`config.mk`:
```
export PLATFORM = sky130hd
export DESIGN_NAME = incremental_pid_duty_update_core
export DESIGN_NICKNAME = d
export VERILOG_FILES = /design/src/sv/ipdu_pkg.sv /design/src/sv/ipdu_mul.sv /design/src/sv/incremental_pid_duty_update_core.sv
export SDC_FILE = /design/constraint.sdc
export NUM_CORES = 2
export LEC_CHECK = 0
export BUFFER_PORTS_ARGS = -buffer_cell sky130_fd_sc_hd__buf_4
export CAP_MARGIN = 0
export CORE_ASPECT_RATIO = 2
export CORE_UTILIZATION = 35
export DETAILED_ROUTE_END_ITERATION = 8
export GPL_TIMING_DRIVEN = 0
export MAX_ROUTING_LAYER = met4
export SLEW_MARGIN = 0
export SYNTH_ARGS = -nofsm -noshare
export SYNTH_HDL_FRONTEND = slang
export SYNTH_SLANG_ARGS = --single-unit
```
`constraint.sdc`:
```
create_clock -name clk_i -period 16.9 [get_ports clk_i]
set_clock_uncertainty 0.2 [all_clocks]
set_input_delay 0.845 -clock clk_i [delete_from_list [all_inputs] [get_ports clk_i]]
set_output_delay 0.845 -clock clk_i [all_outputs]
set_load 0.03 [all_outputs]
```
`src/sv/ipdu_pkg.sv`:
```
package ipdu_pkg;

  // Fixed-point formats
  localparam int unsigned GAIN_W         = 22;
  localparam int unsigned GAIN_FRAC_BITS = 16;
  localparam int unsigned ERR_FRAC_BITS  = 8;
  localparam int unsigned DUTY_FRAC_BITS = 16;
  localparam int unsigned PULSE_W        = 16;
  localparam int unsigned REF_W          = 24;
  localparam int unsigned LIMIT_W        = 8;
  localparam int unsigned ERR_W          = 26;
  localparam int unsigned DUTY_ACC_W     = 24;
  localparam int unsigned DUTY_W         = 8;
  localparam int unsigned SAT_W          = 2;

  // Shared multiplier operands and product
  localparam int unsigned MUL_A_W = GAIN_W + 1;
  localparam int unsigned MUL_B_W = ERR_W + 2;
  localparam int unsigned MUL_P_W = MUL_A_W + MUL_B_W;
  localparam int unsigned ACC_W   = MUL_P_W + 6;

  // Increment shift from Q(GAIN_FRAC_BITS+8) to Q8.16
  localparam int unsigned INC_SHIFT = GAIN_FRAC_BITS + ERR_FRAC_BITS - DUTY_FRAC_BITS;

  // ki/40 = ((ki >> 3) * RECIP_5) >> RECIP_SHIFT, exact for 19-bit operands
  localparam int unsigned RECIP_SHIFT = 22;
  localparam int unsigned RECIP_5     = ((1 << RECIP_SHIFT) + 4) / 5;
  localparam int unsigned KIH_W       = GAIN_W - 5;

  // Config register indexes
  localparam int unsigned CFG_IDX_W = 2;
  localparam int unsigned CFG_DATA_W = 24;
  localparam logic [CFG_IDX_W-1:0] CFG_REFERENCE  = 2'd0;
  localparam logic [CFG_IDX_W-1:0] CFG_DUTY_LIMIT = 2'd1;
  localparam logic [LIMIT_W-1:0]   DUTY_LIMIT_RST = 8'd250;

  // Saturation codes
  localparam logic [SAT_W-1:0] SAT_NONE = 2'd0;
  localparam logic [SAT_W-1:0] SAT_LOW  = 2'd1;
  localparam logic [SAT_W-1:0] SAT_HIGH = 2'd2;

  typedef enum logic [2:0] {
    ST_IDLE,
    ST_DIV,
    ST_PTERM,
    ST_ITERM,
    ST_DTERM,
    ST_DACC,
    ST_UPD
  } state_e;

endpackage

```
`src/sv/ipdu_mul.sv`:
```
// Shared signed multiplier, product registered.
module ipdu_mul (
  input  logic                                clk_i,
  input  logic signed [ipdu_pkg::MUL_A_W-1:0] a_i,
  input  logic signed [ipdu_pkg::MUL_B_W-1:0] b_i,
  output logic signed [ipdu_pkg::MUL_P_W-1:0] p_o
);

  logic signed [ipdu_pkg::MUL_P_W-1:0] p_q;
  logic signed [ipdu_pkg::MUL_P_W-1:0] p_d;

  assign p_d = ipdu_pkg::MUL_P_W'(a_i) * ipdu_pkg::MUL_P_W'(b_i);

  always_ff @(posedge clk_i) begin
    p_q <= p_d;
  end

  assign p_o = p_q;

endmodule

```
`src/sv/incremental_pid_duty_update_core.sv`:
```
// Velocity-form PID duty update (Tustin, Ts = 50 ms). Each input item is one
// sample tick carrying the pulse count and the Kp/Ki/Kd gains (unsigned Q6.16).
// The block shifts its error history, forms kp*(e[n]-e[n-1]) +
// floor(ki/40)*(e[n]+e[n-1]) + 20*kd*(e[n]-2e[n-1]+e[n-2]), which is the same
// integer as A*e[n]+B*e[n-1]+C*e[n-2], adds it (floored to Q8.16) to the duty
// accumulator and clamps to 0..duty_limit. One result item per input item:
// duty (integer part) and a saturation code. After accept an item passes the
// states DIV, PTERM, ITERM, DTERM, DACC and UPD; UPD writes the result to the
// output register: all four products (ki/40 by reciprocal, then three terms)
// go through one shared 23x28 multiplier, one per cycle, followed by a scale
// step and an update step. The block then returns to idle with ready high, so
// a new item is taken only once the last one is updated. Ready is low while
// an item is in work; a result waiting on the output does not block the next
// accept, only the next update, which then stretches the item by the cycles
// the output stays full. Config writes take effect on the clock edge.
module incremental_pid_duty_update_core (
  input  logic        clk_i,
  input  logic        rst_ni,
  // config write port
  input  logic        cfg_we_i,
  input  logic [1:0]  cfg_idx_i,
  input  logic [23:0] cfg_data_i,
  // input items
  input  logic        s_axis_tvalid_i,
  output logic        s_axis_tready_o,
  input  logic [87:0] s_axis_tdata_i,  // pulse_count[15:0], gain_p[37:16],
                                       // gain_i[59:38], gain_d[81:60], zeros
  // result items
  output logic        m_axis_tvalid_o,
  input  logic        m_axis_tready_i,
  output logic [15:0] m_axis_tdata_o   // duty[7:0], saturation[9:8], zeros
);

  localparam int unsigned ErrW   = ipdu_pkg::ERR_W;
  localparam int unsigned GainW  = ipdu_pkg::GAIN_W;
  localparam int unsigned AccW   = ipdu_pkg::ACC_W;
  localparam int unsigned PW     = ipdu_pkg::MUL_P_W;
  localparam int unsigned AW     = ipdu_pkg::MUL_A_W;
  localparam int unsigned BW     = ipdu_pkg::MUL_B_W;
  localparam int unsigned KihW   = ipdu_pkg::KIH_W;
  localparam int unsigned DAccW  = ipdu_pkg::DUTY_ACC_W;
  localparam int unsigned LimW   = ipdu_pkg::LIMIT_W;
  localparam int unsigned FracW  = ipdu_pkg::DUTY_FRAC_BITS;

  // ---------------- config registers ----------------
  logic [ipdu_pkg::REF_W-1:0] ref_q;
  logic [LimW-1:0]            limit_q;

  always_ff @(posedge clk_i or negedge rst_ni) begin
    if (!rst_ni) begin
      ref_q   <= '0;
      limit_q <= ipdu_pkg::DUTY_LIMIT_RST;
    end else if (cfg_we_i) begin
      case (cfg_idx_i)
        ipdu_pkg::CFG_REFERENCE:  ref_q   <= cfg_data_i[ipdu_pkg::REF_W-1:0];
        ipdu_pkg::CFG_DUTY_LIMIT: limit_q <= cfg_data_i[LimW-1:0];
        default: ;  // unknown index ignored
      endcase
    end
  end

  // ---------------- input unpack ----------------
  logic [ipdu_pkg::PULSE_W-1:0] in_pulse;
  logic [GainW-1:0]             in_kp, in_ki, in_kd;

  assign in_pulse = s_axis_tdata_i[15:0];
  assign in_kp    = s_axis_tdata_i[37:16];
  assign in_ki    = s_axis_tdata_i[59:38];
  assign in_kd    = s_axis_tdata_i[81:60];

  // ---------------- sequencer ----------------
  ipdu_pkg::state_e state_q, state_d;

  logic                      in_acc;
  logic                      out_valid_q, out_valid_d;
  logic [ipdu_pkg::DUTY_W-1:0] duty_out_q, duty_out_d;
  logic [ipdu_pkg::SAT_W-1:0]  sat_out_q, sat_out_d;
  logic                      out_free;
  logic                      upd_go;

  assign s_axis_tready_o = (state_q == ipdu_pkg::ST_IDLE);
  assign in_acc          = s_axis_tvalid_i && s_axis_tready_o;
  assign out_free        = !out_valid_q || m_axis_tready_i;
  assign upd_go          = (state_q == ipdu_pkg::ST_UPD) && out_free;

  // payload holding regs
  logic [GainW-1:0]       kp_q, ki_q, kd_q;
  logic [KihW-1:0]        kih_q;
  logic signed [ErrW-1:0] e0_q, e1_q, e2_q;   // e2 newest
  logic signed [AccW-1:0] acc_q;
  logic [DAccW-1:0]       duty_acc_q;

  // new error, Q17.8
  logic signed [ErrW-1:0] new_err;
  assign new_err = $signed({2'b00, ref_q}) - $signed({2'b00, in_pulse, 8'h00});

  // error combinations
  logic signed [ErrW:0]   err_diff, err_sum;
  logic signed [ErrW+1:0] err_d2;
  assign err_diff = (ErrW+1)'(e2_q) - (ErrW+1)'(e1_q);
  assign err_sum  = (ErrW+1)'(e2_q) + (ErrW+1)'(e1_q);
  assign err_d2   = (ErrW+2)'(e2_q) - ((ErrW+2)'(e1_q) <<< 1) + (ErrW+2)'(e0_q);

  // multiplier operand select
  logic signed [AW-1:0] mul_a;
  logic signed [BW-1:0] mul_b;
  logic signed [PW-1:0] prod;

  always_comb begin
    state_d = state_q;
    mul_a   = '0;
    mul_b   = '0;
    case (state_q)
      ipdu_pkg::ST_IDLE: begin
        if (in_acc) state_d = ipdu_pkg::ST_DIV;
      end
      ipdu_pkg::ST_DIV: begin
        // (ki >> 3) times reciprocal of 5
        mul_a   = $signed(AW'(ki_q[GainW-1:3]));
        mul_b   = $signed(BW'(ipdu_pkg::RECIP_5));
        state_d = ipdu_pkg::ST_PTERM;
      end
      ipdu_pkg::ST_PTERM: begin
        mul_a   = $signed(AW'(kp_q));
        mul_b   = BW'(err_diff);
        state_d = ipdu_pkg::ST_ITERM;
      end
      ipdu_pkg::ST_ITERM: begin
        mul_a   = $signed(AW'(kih_q));
        mul_b   = BW'(err_sum);
        state_d = ipdu_pkg::ST_DTERM;
      end
      ipdu_pkg::ST_DTERM: begin
        mul_a   = $signed(AW'(kd_q));
        mul_b   = err_d2;
        state_d = ipdu_pkg::ST_DACC;
      end
      ipdu_pkg::ST_DACC: begin
        state_d = ipdu_pkg::ST_UPD;
      end
      ipdu_pkg::ST_UPD: begin
        if (out_free) state_d = ipdu_pkg::ST_IDLE;  // wait for output slot
      end
      default: state_d = ipdu_pkg::ST_IDLE;
    endcase
  end

  always_ff @(posedge clk_i or negedge rst_ni) begin
    if (!rst_ni) begin
      state_q <= ipdu_pkg::ST_IDLE;
    end else begin
      state_q <= state_d;
    end
  end

  ipdu_mul u_mul (
    .clk_i (clk_i),
    .a_i   (mul_a),
    .b_i   (mul_b),
    .p_o   (prod)
  );

  // ---------------- accumulate ----------------
  logic signed [AccW-1:0] prod_x;
  logic signed [AccW-1:0] prod_x20;
  assign prod_x   = AccW'(prod);
  assign prod_x20 = (prod_x <<< 4) + (prod_x <<< 2);

  // ---------------- duty update and clamp ----------------
  logic signed [AccW-1:0] inc;
  logic signed [AccW-1:0] next_sum;
  logic signed [AccW-1:0] top;
  logic [DAccW-1:0]       duty_acc_d;

  assign inc      = acc_q >>> ipdu_pkg::INC_SHIFT;  // floor toward minus infinity
  assign next_sum = inc + $signed(AccW'(duty_acc_q));
  assign top      = $signed(AccW'({limit_q, {FracW{1'b0}}}));

  always_comb begin
    duty_acc_d = next_sum[DAccW-1:0];
    sat_out_d  = ipdu_pkg::SAT_NONE;
    if (next_sum < 0) begin
      duty_acc_d = '0;
      sat_out_d  = ipdu_pkg::SAT_LOW;
    end else if (next_sum > top) begin
      duty_acc_d = DAccW'({limit_q, {FracW{1'b0}}});
      sat_out_d  = ipdu_pkg::SAT_HIGH;
    end
    duty_out_d = duty_acc_d[DAccW-1:FracW];
  end

  // item payload and history
  always_ff @(posedge clk_i) begin
    if (in_acc) begin
      kp_q <= in_kp;
      ki_q <= in_ki;
      kd_q <= in_kd;
    end
    if (state_q == ipdu_pkg::ST_PTERM) kih_q <= prod[ipdu_pkg::RECIP_SHIFT+KihW-1:
                                                     ipdu_pkg::RECIP_SHIFT];
    case (state_q)
      ipdu_pkg::ST_ITERM: acc_q <= prod_x;              // proportional term
      ipdu_pkg::ST_DTERM: acc_q <= acc_q + prod_x;      // integral term
      ipdu_pkg::ST_DACC:  acc_q <= acc_q + prod_x20;    // derivative term, x20
      default: ;
    endcase
    if (upd_go) begin
      duty_out_q <= duty_out_d;
      sat_out_q  <= sat_out_d;
    end
  end

  // state that reset clears
  always_ff @(posedge clk_i or negedge rst_ni) begin
    if (!rst_ni) begin
      e0_q       <= '0;
      e1_q       <= '0;
      e2_q       <= '0;
      duty_acc_q <= '0;
    end else begin
      if (in_acc) begin
        e0_q <= e1_q;
        e1_q <= e2_q;
        e2_q <= new_err;
      end
      if (upd_go) duty_acc_q <= duty_acc_d;
    end
  end

  // output register
  always_comb begin
    out_valid_d = out_valid_q;
    if (m_axis_tready_i) out_valid_d = 1'b0;
    if (upd_go)          out_valid_d = 1'b1;
  end

  always_ff @(posedge clk_i or negedge rst_ni) begin
    if (!rst_ni) begin
      out_valid_q <= 1'b0;
    end else begin
      out_valid_q <= out_valid_d;
    end
  end

  assign m_axis_tvalid_o = out_valid_q;
  assign m_axis_tdata_o  = {6'b000000, sat_out_q, duty_out_q};

endmodule

```
* Word level (Yosys, flattened, before mapping)
Index checks and enable logic that the tools add are counted.
** Storage, ports and cells
- Register bits after elaboration :: 336
- Latch bits :: 0
- Bits in writable memories :: 0
- Bits in read-only memories :: 0
- Bits of input ports :: 119
- Output and inout port bits :: 18
- Word-level logic and storage cells :: 59
- Memories kept :: 0
** Operators by class
- Add/sub/neg operators :: 9
- $mul :: 1
- Divide/modulo/power cells :: 0
- Magnitude comparators :: 2
- Equality and inequality tests :: 9
- Shift operators :: 0
- Multiplexer cells :: 11
- Bitwise logic cells :: 0
- Reductions and logical operators :: 11
** Operator list (count)
- $pmux 57 s3 :: 1
- $pmux 28 s4 :: 1
- $pmux 22 s4 :: 1
- $add 57x51->57 :: 1
- $add 57x56->57 :: 1
- $add 55x53->56 :: 1
- $mul 23x28->51 :: 1
- $add 49x25->50 :: 1
- $gt 50x25->1 :: 1
- $lt 50x1->1 const B :: 1
- $mux 24 :: 2
- $add 27x25->28 :: 1
- $sub 25x26->27 :: 1
- $add 25x25->26 :: 1
- $sub 25x25->26 :: 1
- $sub 24x24->25 :: 1
- $pmux 3 s7 :: 1
- $eq 3x3->1 const B :: 3
- $eq 3x2->1 const B :: 2
- $mux 3 :: 2
- $reduce_and 2->1 :: 3
- $eq 3x1->1 const B :: 1
- $logic_not 3->1 :: 1
- $reduce_bool 3->1 :: 1
- other kinds (10) :: 12

* Depth between registers and ports, before layout
- Depth in word-level cells :: 4
- Mapped depth :: 44
- Gate-level depth less buffers :: 43

* Cells and area by module
Synthesis repeated with hierarchy kept, for this count alone.
** Second synthesis, totals
- Cells, all modules :: 5662
- Area total of the unflattened synthesis :: 50704.9 µm²
** Modules (own cells, without submodules)
- incremental_pid_duty_update_core :: times used 1, cells an instance 3019, area each 26294.0 µm², sequential area each 7800.0 µm²
- ipdu_mul :: times used 1, cells an instance 2643, area each 24410.9 µm², sequential area each 1021.0 µm²

* Worst setup path after synthesis
Ideal clock, no wire load.
- Path kind :: register -> register
- From :: register e2_q[8]
- To :: register u_mul.p_q (netlist bit u_mul.p_o[47])
- Library setup time :: 0.072 ns
- Data arrival time :: 10.045 ns
- Data required time :: 16.628 ns
- Path slack :: 6.583 ns
- Stages on the path, launching flop included :: 39
- Path buffers :: 4
- Clock period less this slack :: 10.317 ns
- Path through :: dfrtp_1 > inv_1 > fa_1 > inv_1 > ha_1 > a2111oi_0 > nand3_1 > a31oi_1 > a21oi_1 > a221oi_1 > o21a_1 > or3_1 > a31o_2 > clkbuf_1 > buf_1 > nand2_1 > fa_1 > fa_1 > [3 not listed] > xnor2_1 > xnor2_1 > fa_1 > fa_1 > inv_1 > fa_1 > inv_1 > ha_1 > clkbuf_1 > a21o_1 > a21o_1 > a21o_1 > a21oi_1 > nor2b_1 > or3_1 > nand2b_1 > a21oi_1 > xnor2_1
** On the way
- Word-level cells in the longest chain between the ends :: 4
- Elaborated cells between the ends (all ways) :: 6
- Classes of those cells :: add/sub: 4; mul: 1; mux: 1
** RTL lines
- start: declaration :: RTL line incremental_pid_duty_update_core.sv:89 : logic signed [ErrW-1:0] e0_q, e1_q, e2_q;
- start signal: assignment :: RTL line incremental_pid_duty_update_core.sv:224 : e2_q <= new_err;
- $sub 25x26->27 :: RTL line incremental_pid_duty_update_core.sv:102 : assign err_d2 = (ErrW+2)'(e2_q) - ((ErrW+2)'(e1_q) <<< 1) + (ErrW+2)'(e0_q);
- $add 27x25->28 :: RTL line incremental_pid_duty_update_core.sv:102
- $pmux 28 s4 * :: RTL line incremental_pid_duty_update_core.sv:113 : case (state_q)
- $mul 23x28->51 * :: RTL line ipdu_mul.sv:12 : assign p_d = ipdu_pkg::MUL_P_W'(a_i) * ipdu_pkg::MUL_P_W'(b_i);
- via u_mul.p_d, one bit :: RTL line ipdu_mul.sv:10 : logic signed [ipdu_pkg::MUL_P_W-1:0] p_d;
- end signal: assignment :: RTL line ipdu_mul.sv:15 : p_q <= p_d;
- end: declaration :: RTL line ipdu_mul.sv:9 : logic signed [ipdu_pkg::MUL_P_W-1:0] p_q;
Mark *: on every way through the listed nets, which the timed path passes. The rest lies on a longest branch.
A chain may end at the register's enable or synchronous reset.

* Final worst setup path
- From :: register state_q[0]
- To :: register u_mul.p_q (netlist bit u_mul.p_o[45])
** On the way
- Word-level cells in the longest chain between the ends :: 3
- Elaborated cells between the ends (all ways) :: 7
- Classes of those cells :: mul: 1; eq/ne: 4; mux: 2
** RTL lines
- start: declaration :: RTL line incremental_pid_duty_update_core.sv:72 : ipdu_pkg::state_e state_q, state_d;
- start signal: assignment :: RTL line incremental_pid_duty_update_core.sv:150 : state_q <= ipdu_pkg::ST_IDLE;
- start signal: assignment :: RTL line incremental_pid_duty_update_core.sv:152 : state_q <= state_d;
- $eq 3x3->1, or another cell as far along :: RTL line incremental_pid_duty_update_core.sv:113
- $pmux 22 s4 / $pmux 28 s4 (equally long branches) :: RTL line incremental_pid_duty_update_core.sv:113
- $mul 23x28->51 * :: RTL line ipdu_mul.sv:12
- via u_mul.p_d, one bit :: RTL line ipdu_mul.sv:10
Marked as above.

==> results.md <==
* DRC at 0
* Worst Tran Pin Value at 1.52 ns
* Clock root buffer master: clkbuf_16
* Class of the most critical setup path: register to register
* Worst Path Arrival at 14.52 ns
* # H-tree levels at 2
* Syn Std Cell Area at 48300 µm²
* Post-CTS Repair Setup Buffers at 0
* Synth unique cells at 96
* Worst-path clk slew at 0.07 ns
* Die Height at 527 µm
* Fin crit share at 84.3%
* Most common cell in the synthesized netlist: inv_1
* Post-CTS Resized at 0
* Compound-Gate Fraction of Synth Area at 14.7%
* Final Hold Viols at 0
* CTS Buf Count at 39
* Sequential cell area at 8820 µm²
* Crit path capture: u_mul.p_o[45]
* Core area at 137000 µm²
* Final setup viols at 0
* Multiplexer area fraction after synthesis at 1.30%
* # fillers at 14000
* Status: finished, violations left
* First-pass GRT wire length at 293 mm
* Synth Area in Adders at 39.3%
* Vias at 40500
* Yosys reg bits at 333
* Starting density of the core at 35.3%
* CTS tree: done
* Post-Route WL at 204 mm
* Simple-gate share of the synthesized area at 13.1%
* Min Clock Period, post-route at 14.25 ns
* Mean area per synthesized cell at 9.01 µm²
* Final Slew Violations at 7
* Initial DRC Count at 2508
* Drt via density at 5.53
* Pin count of the biggest net entering global routing at 72
* Reg-to-reg startpoint: state_q[0]
* Slowest-stage cell, CP: a311oi_1
* First drt pass iteration count at 7
* Asr flop ratio synth at 40.5%
* Synth warn at 0
* Clock buffer depth at 3
* Top cells by area, synth: fa_1 (29%), ha_1 (9.7%), edfxtp_1 (9.1%)
* Reg2Reg Depth at 34
* Seq/Total Area, Yosys at 18.3%
* Placer Congestion at 1.05
* Violations in the final reports: max-capacitance violations, max-slew violations
* Fmax achieved at 0.0702 GHz
* Hold WC Path Type: input pin to async pin
* P&R area growth vs syn at 10.0%
* Clk Latency, worst-skew pair at 0.64 ns
* Initial antenna violation count at 6
* Synth top cells by count: inv_1 (917), fa_1 (711), nand2_1 (675)
* CTS Hold Bufs at 0
* Rows at 192
* WP data required at 17.17 ns
* CP endpoint kind: register
* Number of synthesized flops with an enable pin at 147
* Die ar. at 140000 µm²
* CP peak stage delay at 1.02 ns
* Largest family of logic cells by synthesized area: adder cells
* GRT Total Usage at 30.4%
* Clock sink count at 333
* Num ports at 137
* HPWL after DPL at 172 mm
* Worst r2r dst: u_mul.p_o[45]
* Die Width at 265 µm
* Post-synth top area share at 29.5%
* ANT nets after route at 0
* Layout Nets at 6750
* Synth area leader: fa_1
* Post-synthesis xor/xnor area fraction at 4.41%
* Post-DR wirelength/cell at 27.9 µm
* Vias in the first global route at 44400
* Total congestion overflow at 0
* Worst Setup Start Kind: register
* Slew HR at -1.11%
* Top FF cell, synth: edfxtp_1
* Multi-input gate area at 35300 µm²
* Max-cap violations at 1
* Critical path peak fanout at 10
* Setup_tns at 0 ns
* Cells after Synth at 5357
* IO buf count at 121
* FF-to-FF setup slack at 2.65 ns
* RSZ-0062 raised after global routing: false
* Share of cells above drive strength 1 at 5.83%
* Most frequent CP cell: fa_1
* Worst Setup SP: state_q[0]
-- stage by stage --
step	hold WS, ns	std cells	utilization, %	setup slack [ns]	instance area, µm²
6_report	0.0236	7324	38.8	2.65	53100
5_1_grt	0.0775	7324	38.8	2.52	53100
4_1_cts	0.0417	7321	38.8	2.91	53100
3_5_place_dp	0.272	7250	37.8	3.00	51700
3_3_place_gp	0.265	7229	37.5	2.55	51400
2_1_floorplan	0.246	5362	-	6.58	48300
-- flip-flops by register name, indices dropped and copies added (netlist names) --
name             cells
acc_q               57
u_mul.p_o           51
e0_q                25
e1_q                25
e2_q                25
duty_acc_q          24
ref_q               24
kd_q                22
kp_q                22
ki_q                19
kih_q               17
duty_out_q           8
limit_q              8
state_q              3
sat_out_q            2
m_axis_tvalid_o      1
-- how the worst min path moves through the flow --
stage,cells past startpoint,to,start,slack [ns]
after floorplan,2,e2_q[0],ref_q[0],0.25
after global placement,2,duty_acc_q[12],duty_acc_q[12],0.27
after detailed placement,2,duty_acc_q[9],duty_acc_q[9],0.27
after CTS,1,ref_q[9],rst_ni,0.04
after global routing,1,ref_q[10],rst_ni,0.08
final,1,ref_q[10],rst_ni,0.02
-- cells by family after synthesis --
| kind of cell | Yosys count |
|---|---|
| other | 1 |
| and+or+nand+nor | 1420 |
| DFF | 333 |
| muxes | 58 |
| adders and majority gates | 1093 |
| buffers and inverters | 1125 |
| xor gates and xnor gates | 243 |
| AOI/OAI and AO/OA | 1084 |
-- critical path, delay by kind of cell, from the launching register on --
kind | cells | cell delay (ns)
AOI/OAI and AO/OA | 9 | 3.89
buffers and inverters | 10 | 3.68
DFF | 1 | 0.37
and+or+nand+nor | 7 | 2.00
adders and majority gates | 8 | 3.90
-- layer usage --
metal	routed length, µm	vias up	GRT usage (%)
met5	0	-	-
met2	109000	1457	56.5
met1	62300	20300	25.7
met4	24700	0	29.8
met3	7990	816	3.54
li1	-	17900	-
-- layout make-up --
type	count	share of cell area (%)
sequential	333	16.6
buffer	207	1.55
inverter	918	6.49
timing repair buffer	143	2.18
tap	1746	4.11
clock buffer	50	2.17
multi-input combinational	3904	66.5
antenna	2	0.00942
clock inverter	21	0.433
-- cells in the final DEF, fill, tap and decap left out, drive strengths merged, types with 49 or more instances in the layout --
cell	n
inv	920
fa	711
nand2	676
ha	374
nor2	329
o21ai	285
a21oi	234
clkbuf	228
buf	172
xnor2	156
a21o	148
edfxtp	147
dfrtp	129
and2	106
xor2	87
nand3	56
a22oi	53
dfxtp	51
nor3	49
Power is not shown: default switching activity piles up to over one toggle a cycle in this logic, so the estimate is an artifact.
